<file path="src/rtl/core/pidaw_pkg.sv">
`default_nettype none
package pidaw_pkg;

	localparam int DATA_W    = 16;
	localparam int FRAC_BITS = 8;
	localparam int ERR_W     = DATA_W + 1;
	localparam int BOUND_W   = DATA_W - 1;
	localparam int INDEX_W   = 4;

	typedef enum logic [INDEX_W-1:0] {
		REG_TARGET     = 4'd0,
		REG_PROP_GAIN  = 4'd1,
		REG_INTEG_GAIN = 4'd2,
		REG_DERIV_GAIN = 4'd3,
		REG_FLOOR      = 4'd4,
		REG_CEILING    = 4'd5,
		REG_WINDUP     = 4'd6,
		REG_RUN_ENABLE = 4'd7
	} reg_idx_t;

	localparam logic signed [DATA_W-1:0] TARGET_RST     = 16'sd0;
	localparam logic signed [DATA_W-1:0] PROP_GAIN_RST  = 16'sd256;
	localparam logic signed [DATA_W-1:0] INTEG_GAIN_RST = 16'sd0;
	localparam logic signed [DATA_W-1:0] DERIV_GAIN_RST = 16'sd0;
	localparam logic signed [DATA_W-1:0] FLOOR_RST      = -16'sd25600;
	localparam logic signed [DATA_W-1:0] CEILING_RST    = 16'sd25600;
	localparam logic [BOUND_W-1:0]       WINDUP_RST     = 15'd2560;

	typedef struct packed {
		logic signed [DATA_W-1:0] target_value;
		logic signed [DATA_W-1:0] prop_gain;
		logic signed [DATA_W-1:0] integ_gain;
		logic signed [DATA_W-1:0] deriv_gain;
		logic signed [DATA_W-1:0] drive_floor;
		logic signed [DATA_W-1:0] drive_ceiling;
		logic [BOUND_W-1:0]       windup_bound;
		logic                     run_enable;
		logic                     clear_state;
	} cfg_t;

endpackage
`default_nettype wire

</file>
<file path="src/rtl/core/pidaw_cfg_regs.sv">
`default_nettype none
module pidaw_cfg_regs (
	input  wire logic                                clk,
	input  wire logic                                arst_n,
	input  wire logic                                cfg_valid,
	output logic                                     cfg_ready,
	input  wire logic [pidaw_pkg::INDEX_W-1:0]       cfg_index,
	input  wire logic [pidaw_pkg::DATA_W-1:0]        cfg_data,
	output pidaw_pkg::cfg_t                          cfg
);

	pidaw_pkg::cfg_t cfg_q;
	logic            wr;

	assign cfg_ready = 1'b1;
	assign wr        = cfg_valid && cfg_ready;
	assign cfg       = cfg_q;

	always_ff @(posedge clk or negedge arst_n) begin
		if (!arst_n) begin
			cfg_q.target_value  <= pidaw_pkg::TARGET_RST;
			cfg_q.prop_gain     <= pidaw_pkg::PROP_GAIN_RST;
			cfg_q.integ_gain    <= pidaw_pkg::INTEG_GAIN_RST;
			cfg_q.deriv_gain    <= pidaw_pkg::DERIV_GAIN_RST;
			cfg_q.drive_floor   <= pidaw_pkg::FLOOR_RST;
			cfg_q.drive_ceiling <= pidaw_pkg::CEILING_RST;
			cfg_q.windup_bound  <= pidaw_pkg::WINDUP_RST;
			cfg_q.run_enable    <= 1'b0;
			cfg_q.clear_state   <= 1'b0;
		end else begin
			// Every in-range write also restarts the integral and the error history.
			cfg_q.clear_state <= wr && (cfg_index <= pidaw_pkg::REG_RUN_ENABLE);
			if (wr) begin
				case (pidaw_pkg::reg_idx_t'(cfg_index))
					pidaw_pkg::REG_TARGET:     cfg_q.target_value  <= $signed(cfg_data);
					pidaw_pkg::REG_PROP_GAIN:  cfg_q.prop_gain     <= $signed(cfg_data);
					pidaw_pkg::REG_INTEG_GAIN: cfg_q.integ_gain    <= $signed(cfg_data);
					pidaw_pkg::REG_DERIV_GAIN: cfg_q.deriv_gain    <= $signed(cfg_data);
					pidaw_pkg::REG_FLOOR:      cfg_q.drive_floor   <= $signed(cfg_data);
					pidaw_pkg::REG_CEILING:    cfg_q.drive_ceiling <= $signed(cfg_data);
					pidaw_pkg::REG_WINDUP:
						cfg_q.windup_bound <= cfg_data[pidaw_pkg::BOUND_W-1:0];
					pidaw_pkg::REG_RUN_ENABLE: cfg_q.run_enable    <= cfg_data[0];
					default: begin
					end
				endcase
			end
		end
	end

endmodule
`default_nettype wire

</file>
<file path="src/rtl/core/pid_controller_antiwindup_top.sv">
`default_nettype none
// PID controller with a clamped error integral, signed Q8.8 throughout. One measurement
// transaction can be accepted every clock cycle unless back-pressure fills the pipeline;
// it passes through the input register, integral update, gain multipliers, then sum and
// saturation into the output register, and each pipeline stage holds its data
// independently, so a stalled output only backs up the stages behind it. The integral add
// and clamp is combinational; the integral and the previous error are the only values
// carried from sample to sample. Configuration writes are taken every cycle (cfg_ready is
// always high); any in-range write clears the integral and the previous error, and writes
// to indexes above 7 are ignored. While run_enable is 0 each sample returns drive 0,
// control_error 0 and not_ready 1 and leaves the controller state alone.
module pid_controller_antiwindup_top (
	input  wire logic                                  clk,
	input  wire logic                                  arst_n,
	input  wire logic                                  cfg_valid,
	output logic                                       cfg_ready,
	input  wire logic [pidaw_pkg::INDEX_W-1:0]         cfg_index,
	input  wire logic [pidaw_pkg::DATA_W-1:0]          cfg_data,
	input  wire logic                                  in_valid,
	output logic                                       in_ready,
	input  wire logic signed [pidaw_pkg::DATA_W-1:0]   measurement,
	output logic                                       out_valid,
	input  wire logic                                  out_ready,
	output logic signed [pidaw_pkg::DATA_W-1:0]        drive,
	output logic signed [pidaw_pkg::ERR_W-1:0]         control_error,
	output logic                                       not_ready
);

	localparam int DIFF_W = pidaw_pkg::ERR_W + 1;
	localparam int PP_W   = pidaw_pkg::DATA_W + pidaw_pkg::ERR_W;
	localparam int PI_W   = 2 * pidaw_pkg::DATA_W;
	localparam int PD_W   = pidaw_pkg::DATA_W + DIFF_W;
	localparam int SUM_W  = PD_W + 2;
	localparam int SH_W   = SUM_W - pidaw_pkg::FRAC_BITS;

	pidaw_pkg::cfg_t cfg;

	pidaw_cfg_regs u_cfg (
		.clk       (clk),
		.arst_n    (arst_n),
		.cfg_valid (cfg_valid),
		.cfg_ready (cfg_ready),
		.cfg_index (cfg_index),
		.cfg_data  (cfg_data),
		.cfg       (cfg)
	);

	// Stage valids and per-stage advance enables.
	logic v_s1, v_s2, v_s3, out_valid_q;
	logic adv_out, adv_s3, adv_s2, adv_s1;

	assign adv_out  = !out_valid_q || out_ready;
	assign adv_s3   = !v_s3 || adv_out;
	assign adv_s2   = !v_s2 || adv_s3;
	assign adv_s1   = !v_s1 || adv_s2;
	assign in_ready = adv_s1;

	// Stage 1: captured sample.
	logic signed [pidaw_pkg::DATA_W-1:0] meas_s1;

	// Controller state.
	logic signed [pidaw_pkg::DATA_W-1:0] integral_q;
	logic signed [pidaw_pkg::ERR_W-1:0]  prev_err_q;

	logic signed [pidaw_pkg::ERR_W-1:0] err;
	logic signed [DIFF_W-1:0]           integ_raw;
	logic signed [DIFF_W-1:0]           bound;
	logic signed [DIFF_W-1:0]           integ_clamped;
	logic signed [DIFF_W-1:0]           diff;

	always_comb begin
		err = pidaw_pkg::ERR_W'(cfg.target_value) - pidaw_pkg::ERR_W'(meas_s1);
		integ_raw = DIFF_W'(integral_q) + DIFF_W'(err);
		bound = $signed({3'b000, cfg.windup_bound});
		if (integ_raw > bound) begin
			integ_clamped = bound;
		end else if (integ_raw < -bound) begin
			integ_clamped = -bound;
		end else begin
			integ_clamped = integ_raw;
		end
		diff = DIFF_W'(err) - DIFF_W'(prev_err_q);
	end

	logic step_s1;
	assign step_s1 = v_s1 && adv_s2;

	always_ff @(posedge clk or negedge arst_n) begin
		if (!arst_n) begin
			integral_q <= '0;
			prev_err_q <= '0;
		end else if (cfg.clear_state) begin
			integral_q <= '0;
			prev_err_q <= '0;
		end else if (step_s1 && cfg.run_enable) begin
			integral_q <= integ_clamped[pidaw_pkg::DATA_W-1:0];
			prev_err_q <= err;
		end
	end

	// Stage 2: error terms.
	logic signed [pidaw_pkg::ERR_W-1:0]  err_s2;
	logic signed [pidaw_pkg::DATA_W-1:0] integ_s2;
	logic signed [DIFF_W-1:0]            diff_s2;
	logic                                en_s2;

	// Stage 3: gain products.
	logic signed [PP_W-1:0]             prod_p_s3;
	logic signed [PI_W-1:0]             prod_i_s3;
	logic signed [PD_W-1:0]             prod_d_s3;
	logic signed [pidaw_pkg::ERR_W-1:0] err_s3;
	logic                               en_s3;

	// Output register.
	logic signed [pidaw_pkg::DATA_W-1:0] drive_q;
	logic signed [pidaw_pkg::ERR_W-1:0]  err_q;
	logic                                not_ready_q;

	logic signed [SUM_W-1:0]            sum;
	logic signed [SH_W-1:0]             shifted;
	logic signed [SH_W-1:0]             ceil_w, floor_w, limited;
	logic signed [pidaw_pkg::DATA_W-1:0] drive_sat;

	always_ff @(posedge clk or negedge arst_n) begin
		if (!arst_n) begin
			v_s1        <= 1'b0;
			v_s2        <= 1'b0;
			v_s3        <= 1'b0;
			out_valid_q <= 1'b0;
		end else begin
			if (adv_s1) begin
				v_s1 <= in_valid;
			end
			if (adv_s2) begin
				v_s2 <= v_s1;
			end
			if (adv_s3) begin
				v_s3 <= v_s2;
			end
			if (adv_out) begin
				out_valid_q <= v_s3;
			end
		end
	end

	always_ff @(posedge clk) begin
		if (adv_s1 && in_valid) begin
			meas_s1 <= measurement;
		end
		if (step_s1) begin
			err_s2   <= err;
			integ_s2 <= integ_clamped[pidaw_pkg::DATA_W-1:0];
			diff_s2  <= diff;
			en_s2    <= cfg.run_enable;
		end
		if (v_s2 && adv_s3) begin
			prod_p_s3 <= PP_W'(cfg.prop_gain) * PP_W'(err_s2);
			prod_i_s3 <= PI_W'(cfg.integ_gain) * PI_W'(integ_s2);
			prod_d_s3 <= PD_W'(cfg.deriv_gain) * PD_W'(diff_s2);
			err_s3    <= err_s2;
			en_s3     <= en_s2;
		end
		if (v_s3 && adv_out) begin
			drive_q     <= en_s3 ? drive_sat : '0;
			err_q       <= en_s3 ? err_s3 : '0;
			not_ready_q <= !en_s3;
		end
	end

	// Sum of exact products, floor to Q8.8, then ceiling first and floor last.
	always_comb begin
		sum = SUM_W'(prod_p_s3) + SUM_W'(prod_i_s3) + SUM_W'(prod_d_s3);
		shifted = sum[SUM_W-1:pidaw_pkg::FRAC_BITS];
		ceil_w  = SH_W'(cfg.drive_ceiling);
		floor_w = SH_W'(cfg.drive_floor);
		limited = shifted;
		if (limited > ceil_w) begin
			limited = ceil_w;
		end
		if (limited < floor_w) begin
			limited = floor_w;
		end
		drive_sat = limited[pidaw_pkg::DATA_W-1:0];
	end

	assign out_valid     = out_valid_q;
	assign drive         = drive_q;
	assign control_error = err_q;
	assign not_ready     = not_ready_q;

endmodule
`default_nettype wire

</file>
<file path="config.mk">
export PLATFORM = sky130hd
export DESIGN_NAME = pid_controller_antiwindup_top
export DESIGN_NICKNAME = d
export VERILOG_FILES = /design/src/rtl/core/pidaw_pkg.sv /design/src/rtl/core/pidaw_cfg_regs.sv /design/src/rtl/core/pid_controller_antiwindup_top.sv
export SDC_FILE = /design/constraint.sdc
export NUM_CORES = 2
export LEC_CHECK = 0
export BUFFER_PORTS_ARGS = -buffer_cell sky130_fd_sc_hd__buf_2
export CORE_ASPECT_RATIO = 1.25
export CORE_MARGIN = 2
export CORE_UTILIZATION = 30
export DETAILED_ROUTE_END_ITERATION = 7
export GPL_ROUTABILITY_DRIVEN = 1
export GPL_TIMING_DRIVEN = 0
export HOLD_SLACK_MARGIN = 0.1
export PLACE_DENSITY_LB_ADDON = 0.15
export REMOVE_ABC_BUFFERS = 1
export SLEW_MARGIN = 20
export SYNTH_ARGS = -nofsm -noshare
export SYNTH_HDL_FRONTEND = slang
export SYNTH_HIERARCHICAL = 1
export SYNTH_SLANG_ARGS = --single-unit
</file>
<file path="constraint.sdc">
create_clock -name clk -period 10.7 [get_ports clk]
set_input_delay 1.605 -clock clk [delete_from_list [all_inputs] [get_ports clk]]
set_output_delay 1.605 -clock clk [all_outputs]
set_load 0.03 [all_outputs]
</file>
---- Word-level counts from Yosys, hierarchy flattened ----
Cells that the tools add are included.
word-level totals
  register bits after elaboration ......... 369
  logic and storage cells ................. 82
  input bits .............................. 41
cells by class
  reductions and logical operators ........ 25
  eq/ne operators ......................... 7
  multiply operators ...................... 3
  $add $sub $neg .......................... 6
  magnitude comparators ................... 5
  muxes and demuxes ....................... 8
operator list
  operator              number
  $mux W16              5
  $add A34 B34 Y35      1
  $add A33 B32 Y34      1
  $mul A16 B18 Y34      1
  $mux W17              2
  $mul A16 B17 Y33      1
  $mul A16 B16 Y32      1
  $lt A28 B16 Y1        1
  $mux W28              1
  $gt A27 B16 Y1        1
  $add A16 B17 Y18      1
  $gt A18 B16 Y1        1
  $lt A18 B18 Y1        1
  $neg A15 Y18          1
  $sub A17 B17 Y18      1
  $sub A16 B16 Y17      1
  $eq A4 B3 Y1 const B  4
  $reduce_and A2 Y1     8
  $eq A4 B2 Y1 const B  2
  $logic_and A1 B1 Y1   6
  $logic_not A1 Y1      5
  $eq A4 B1 Y1 const B  1
  $le A4 B3 Y1 const B  1
  $logic_not A4 Y1      1
  other kinds (2)       5

---- Logic depth before layout (Yosys ltp) ----
  depth in word-level cells ............... 8
  mapped depth ............................ 41

---- Hierarchy ----
The synthesis kept the hierarchy.
modules (own cells, without submodules)
  module                         sequential area each (µm²)  times used  cells each  area an instance (µm²)
  pid_controller_antiwindup_top  7502.2                      1           4711        46055.4
  pidaw_cfg_regs                 2840.2                      1           250         4329.2

---- Worst setup path after synthesis ----
Ideal clock, no wire load.
  path type ............................... flip-flop to flip-flop
  start point ............................. register prod_p_s3[3]
  end point ............................... register drive_q, in the netlist drive[10] (data pin)
  path buffers ............................ 4
  path slack .............................. 2495 ps
  period minus slack after synthesis ...... 8205 ps
  cell stages (with the launch flop) ...... 39
  required time ........................... 10434 ps
  arrival time ............................ 7939 ps
  cells stage by stage .................... edfxtp_1 > inv_1 > fa_1 > inv_1 > ha_1 > a21o_1 > a221oi_1 > nor3_1 > o21ai_0 > nor3b_1 > o21bai_1 > a311o_1 > a211o_1 > a31oi_1 > mux2i_1 > nor2b_1 > ha_1 > nand4_1 > (+3 left out) > nand2_1 > clkbuf_1 > nor2_1 > clkbuf_1 > a21oi_1 > a21oi_1 > ha_1 > nand3_1 > nor4_1 > nand2_1 > o211ai_1 > a21oi_1 > xnor2_1 > o41ai_1 > buf_2 > buf_2 > mux2i_1 > nor2_1
on the way
  word-level cells in the longest chain between the ends .. 6
RTL lines
  what                    RTL line                              source
  start, declared         pid_controller_antiwindup_top.sv:108  logic signed [PP_W-1:0] prod_p_s3;
  start signal, assigned  pid_controller_antiwindup_top.sv:157  prod_p_s3 <= PP_W'(cfg.prop_gain) * PP_W'(err_s2);
  $add A33 B32 Y34 *      pid_controller_antiwindup_top.sv:172  sum = SUM_W'(prod_p_s3) + SUM_W'(prod_i_s3) + SUM_W'(prod_d_s3);
  $add A34 B34 Y35 *      pid_controller_antiwindup_top.sv:172
  $gt A27 B16 Y1          pid_controller_antiwindup_top.sv:177  if (limited > ceil_w) begin
  $mux W28 *              pid_controller_antiwindup_top.sv:177
  $lt A28 B16 Y1          pid_controller_antiwindup_top.sv:180  if (limited < floor_w) begin
  $mux W16 *              pid_controller_antiwindup_top.sv:180
  end signal, assigned    pid_controller_antiwindup_top.sv:164  drive_q <= en_s3 ? drive_sat : '0;
  end, declared           pid_controller_antiwindup_top.sv:115  logic signed [pidaw_pkg::DATA_W-1:0] drive_q;
Every way passes the cells marked *; elsewhere a longest branch is shown, timed or not.
A chain may end at the register's enable or synchronous reset.

---- Worst setup path after layout ----
  start point ............................. register prod_p_s3[3]
  end point ............................... register drive_q, in the netlist drive[6] (data pin)
Same word-level chain as after synthesis.

==> reports/qor.json <==
{
  "layout": {
    "layout-drive-gt1-share_pct": 6.94,
    "fillerInstances": 17400,
    "syn_to_final_growth_pct": 8.67,
    "leading_cell_types_in_the_layout_fill_and_taps_excluded": "sky130_fd_sc_hd__inv_1, sky130_fd_sc_hd__fa_1, sky130_fd_sc_hd__nand2_1",
    "fin_cells": 7196,
    "num-nets-final": 6276,
    "final_common_cell": "sky130_fd_sc_hd__inv_1"
  },
  "setup_path": {
    "critPathMostFrequentCell": "sky130_fd_sc_hd__ha_1",
    "timing.setup.critical_path_class": "register to register",
    "timing.critical_path.buf_inv": 4,
    "worstSetupStartpointType": "register",
    "critical_path_required_ns": 11.02,
    "critical_path_maximum_fanout": 28,
    "critical-path-max-stage-delay_ns": 0.57,
    "critPathCaptureType": "register",
    "worst_ep_arrival_time_ns": 10.30,
    "crit_family": "compound AO/OA/AOI/OAI gates",
    "critPathSlowestCell": "sky130_fd_sc_hd__o41ai_2"
  },
  "logic_synthesis": {
    "syn-mean-instance-area_um2": 10.2,
    "synth_area_um2": 50400,
    "ys_warn_count": 6,
    "yosys.cell_types.count": 79,
    "synth.area.top_cells": "sky130_fd_sc_hd__fa_1, sky130_fd_sc_hd__edfxtp_1, sky130_fd_sc_hd__ha_1, sky130_fd_sc_hd__inv_1, sky130_fd_sc_hd__dfrtp_1",
    "synthFlopType": "sky130_fd_sc_hd__edfxtp_1",
    "synth_edf_count": 219,
    "synthArstFlopShare_pct": 40.7,
    "synth.top_cell.area_share_pct": 34.3,
    "synth_largest_area_cell": "sky130_fd_sc_hd__fa_1",
    "synthCells": 4961,
    "yosys_register_bits": 369,
    "sequential_cell_area_fraction_in_the_yosys_report_pct": 20.5
  },
  "cts": {
    "clkSlewWorstSetupHoldPaths_ns": 0.06,
    "cts_sinks": 369,
    "clock_latency_at_the_later_pin_of_the_worst_skew_pair_ns": 0.60,
    "tritoncts.num_buffers": 43,
    "htree_levels": 2,
    "ctsRootBufferMaster": "sky130_fd_sc_hd__clkbuf_16",
    "tritoncts": "built",
    "cts_max_path_buffers": 3
  },
  "worst_hold_path": {
    "timing.hold.worst.class": "register to register"
  },
  "timing": {
    "finalHoldViolations": 0,
    "grt_setup_unrepaired": "false",
    "relSlewSlack_pct": 16.6,
    "min_period_over_period_pct": 93.3,
    "fin_crit_ns": 9.98,
    "worst-slew-pin-transition_ns": 1.24,
    "fin_worst_skew_ns": 0.0287,
    "maxClockFrequency_mhz": 100,
    "finalSetupViolCount": 0,
    "setup_ws_ns": 0.719,
    "drv_slew": 0
  },
  "detailed_routing": {
    "vias_per_cell": 4.67,
    "drt_pre_antenna_iters": 5,
    "routed_wirelength_um": 151000,
    "route.vias.total": 33600,
    "drc": 0,
    "avgRoutedWirePerCell_um": 21.0,
    "postRouteAntennaNets": 0,
    "detailedRoute.firstIterationViolations": 1869
  },
  "grt": {
    "first_global_vias": 37100,
    "grt_antenna_before_repair": 22,
    "maximum_number_of_pins_on_one_net_before_global_route_repair": 79,
    "overflow": 0,
    "grt_pass1_wl_um": 233000,
    "grt.total_usage_pct": 18.3
  },
  "floorplanning": {
    "initial_utilization_pct": 30.1,
    "die_y_um": 462,
    "floorplan_die_area_um2": 171000,
    "chipWidth_um": 371,
    "io-pin-count": 78,
    "placement_rows": 168,
    "core-area_um2": 167000
  },
  "placement": {
    "numPortBuffers": 76,
    "dp_hpwl_um": 116000,
    "globalplace.congestion": 0.835,
    "post-place-ws_ns": -0.211,
    "dp_cells": 7115
  },
  "outcome": {
    "status": "completed"
  },
  "run": {
    "drv_cap": 0
  }
}
layer usage:
metal / GRT usage (%) / vias up / part of all wire [%]
li1: - / 15400 / -
met1: 24.0 / 17500 / 43
met2: 33.0 / 638 / 51
met3: 1.48 / 130 / 3.7
met4: 3.08 / 0 / 1.7
met5: 0 / - / 0
synthesized netlist by cell type, types with 25 or more instances:
| library cell | count |
|---|---|
| sky130_fd_sc_hd__inv_1 | 1053 |
| sky130_fd_sc_hd__fa_1 | 864 |
| sky130_fd_sc_hd__nand2_1 | 560 |
| sky130_fd_sc_hd__ha_1 | 421 |
| sky130_fd_sc_hd__and2_1 | 344 |
| sky130_fd_sc_hd__edfxtp_1 | 219 |
| sky130_fd_sc_hd__xnor2_1 | 149 |
| sky130_fd_sc_hd__a21oi_1 | 147 |
| sky130_fd_sc_hd__dfrtp_1 | 140 |
| sky130_fd_sc_hd__nor2_1 | 131 |
| sky130_fd_sc_hd__clkbuf_1 | 130 |
| sky130_fd_sc_hd__mux2_2 | 130 |
| sky130_fd_sc_hd__a21o_1 | 82 |
| sky130_fd_sc_hd__o21ai_0 | 67 |
| sky130_fd_sc_hd__nand2b_1 | 66 |
| sky130_fd_sc_hd__xor2_1 | 40 |
| sky130_fd_sc_hd__o21a_1 | 35 |
| sky130_fd_sc_hd__mux2i_1 | 31 |
| sky130_fd_sc_hd__nand3_1 | 29 |
| sky130_fd_sc_hd__nor2b_1 | 29 |
| sky130_fd_sc_hd__nor3_1 | 25 |
| sky130_fd_sc_hd__o21bai_1 | 25 |
repair_timing:
item | CTS | global route
gates cloned | 0 | 0
hold buffers | 0 | 0
setup buffers | 0 | 0
setup endpoints to repair | 15 | 16
gates resized for setup | 2 | 4
stage by stage:
stage | instance area (µm²) | utilization [%] | hold slack [ns] | TNS [ns]
4_1_cts | 54700 | 32.7 | 0.512 | 0
6_report | 54800 | 32.7 | 0.508 | 0
3_5_place_dp | 53300 | 31.8 | 0.497 | -1.74
3_3_place_gp | 52900 | 31.6 | 0.482 | -53.34
2_1_floorplan | 49800 | - | 0.400 | 0
5_1_grt | 54700 | 32.7 | 0.531 | 0
worst paths after layout:
path,cells after the start,from,to,slack (ns)
worst max register to register,35,prod_p_s3[3]$_DFFE_PP_,drive[6]$_SDFFCE_PN0P_,0.72
worst max-delay path,35,prod_p_s3[3]$_DFFE_PP_,drive[6]$_SDFFCE_PN0P_,0.72
worst min register to register,1,u_cfg/cfg[14]$_DFFE_PN0P_,u_cfg/cfg[14]$_DFFE_PN0P_,0.51
worst min-delay path,1,u_cfg/cfg[14]$_DFFE_PN0P_,u_cfg/cfg[14]$_DFFE_PN0P_,0.51
min in group asynchronous,1,arst_n,u_cfg/cfg[79]$_DFFE_PN0P_,1.03
max in group asynchronous,2,arst_n,u_cfg/cfg[89]$_DFFE_PN1P_,8.72
area by class of cell:
| cell class | count | area [µm²] | share of cell area [%] |
|---|---|---|---|
| Timing Repair Buffer | 92 | 681 | 1.24 |
| Tap cell | 2210 | 2770 | 5.05 |
| Inverter | 1053 | 3950 | 7.22 |
| Clock inverter | 20 | 245 | 0.448 |
| Clock buffer | 59 | 1210 | 2.21 |
| Sequential cell | 369 | 10300 | 18.9 |
| Multi-Input combinational cell | 3391 | 35600 | 64.9 |
| Antenna cell | 2 | 5.00 | 0.00914 |
kinds of logic (layout without fill, tap and decap cells):
| group | count (synthesis) | after routing | share of synthesized area [%] |
|---|---|---|---|
| AOI/OAI and AO/OA | 471 | 471 | 6.11 |
| xor gates and xnor gates | 189 | 189 | 3.29 |
| adders and majority gates | 1285 | 1285 | 44.8 |
| buffers and inverters | 1201 | 1224 | 9.06 |
| DFF | 369 | 369 | 20.5 |
| muxes | 169 | 169 | 3.74 |
| other | 1 | 3 | 0.00744 |
| and+or+nand+nor | 1276 | 1276 | 12.5 |
sequential cells by signal (all words and copies together) (netlist names), 17 cells and up:
signal         cells
u_cfg/cfg        113
prod_d_s3         34
prod_p_s3         33
prod_i_s3         32
diff_s2           18
control_error     17
err_s2            17
err_s3            17
prev_err_q        17
Power is left out: the tool's default activity adds up to more than one toggle a clock period on the data nets, which glitch-free logic cannot reach.
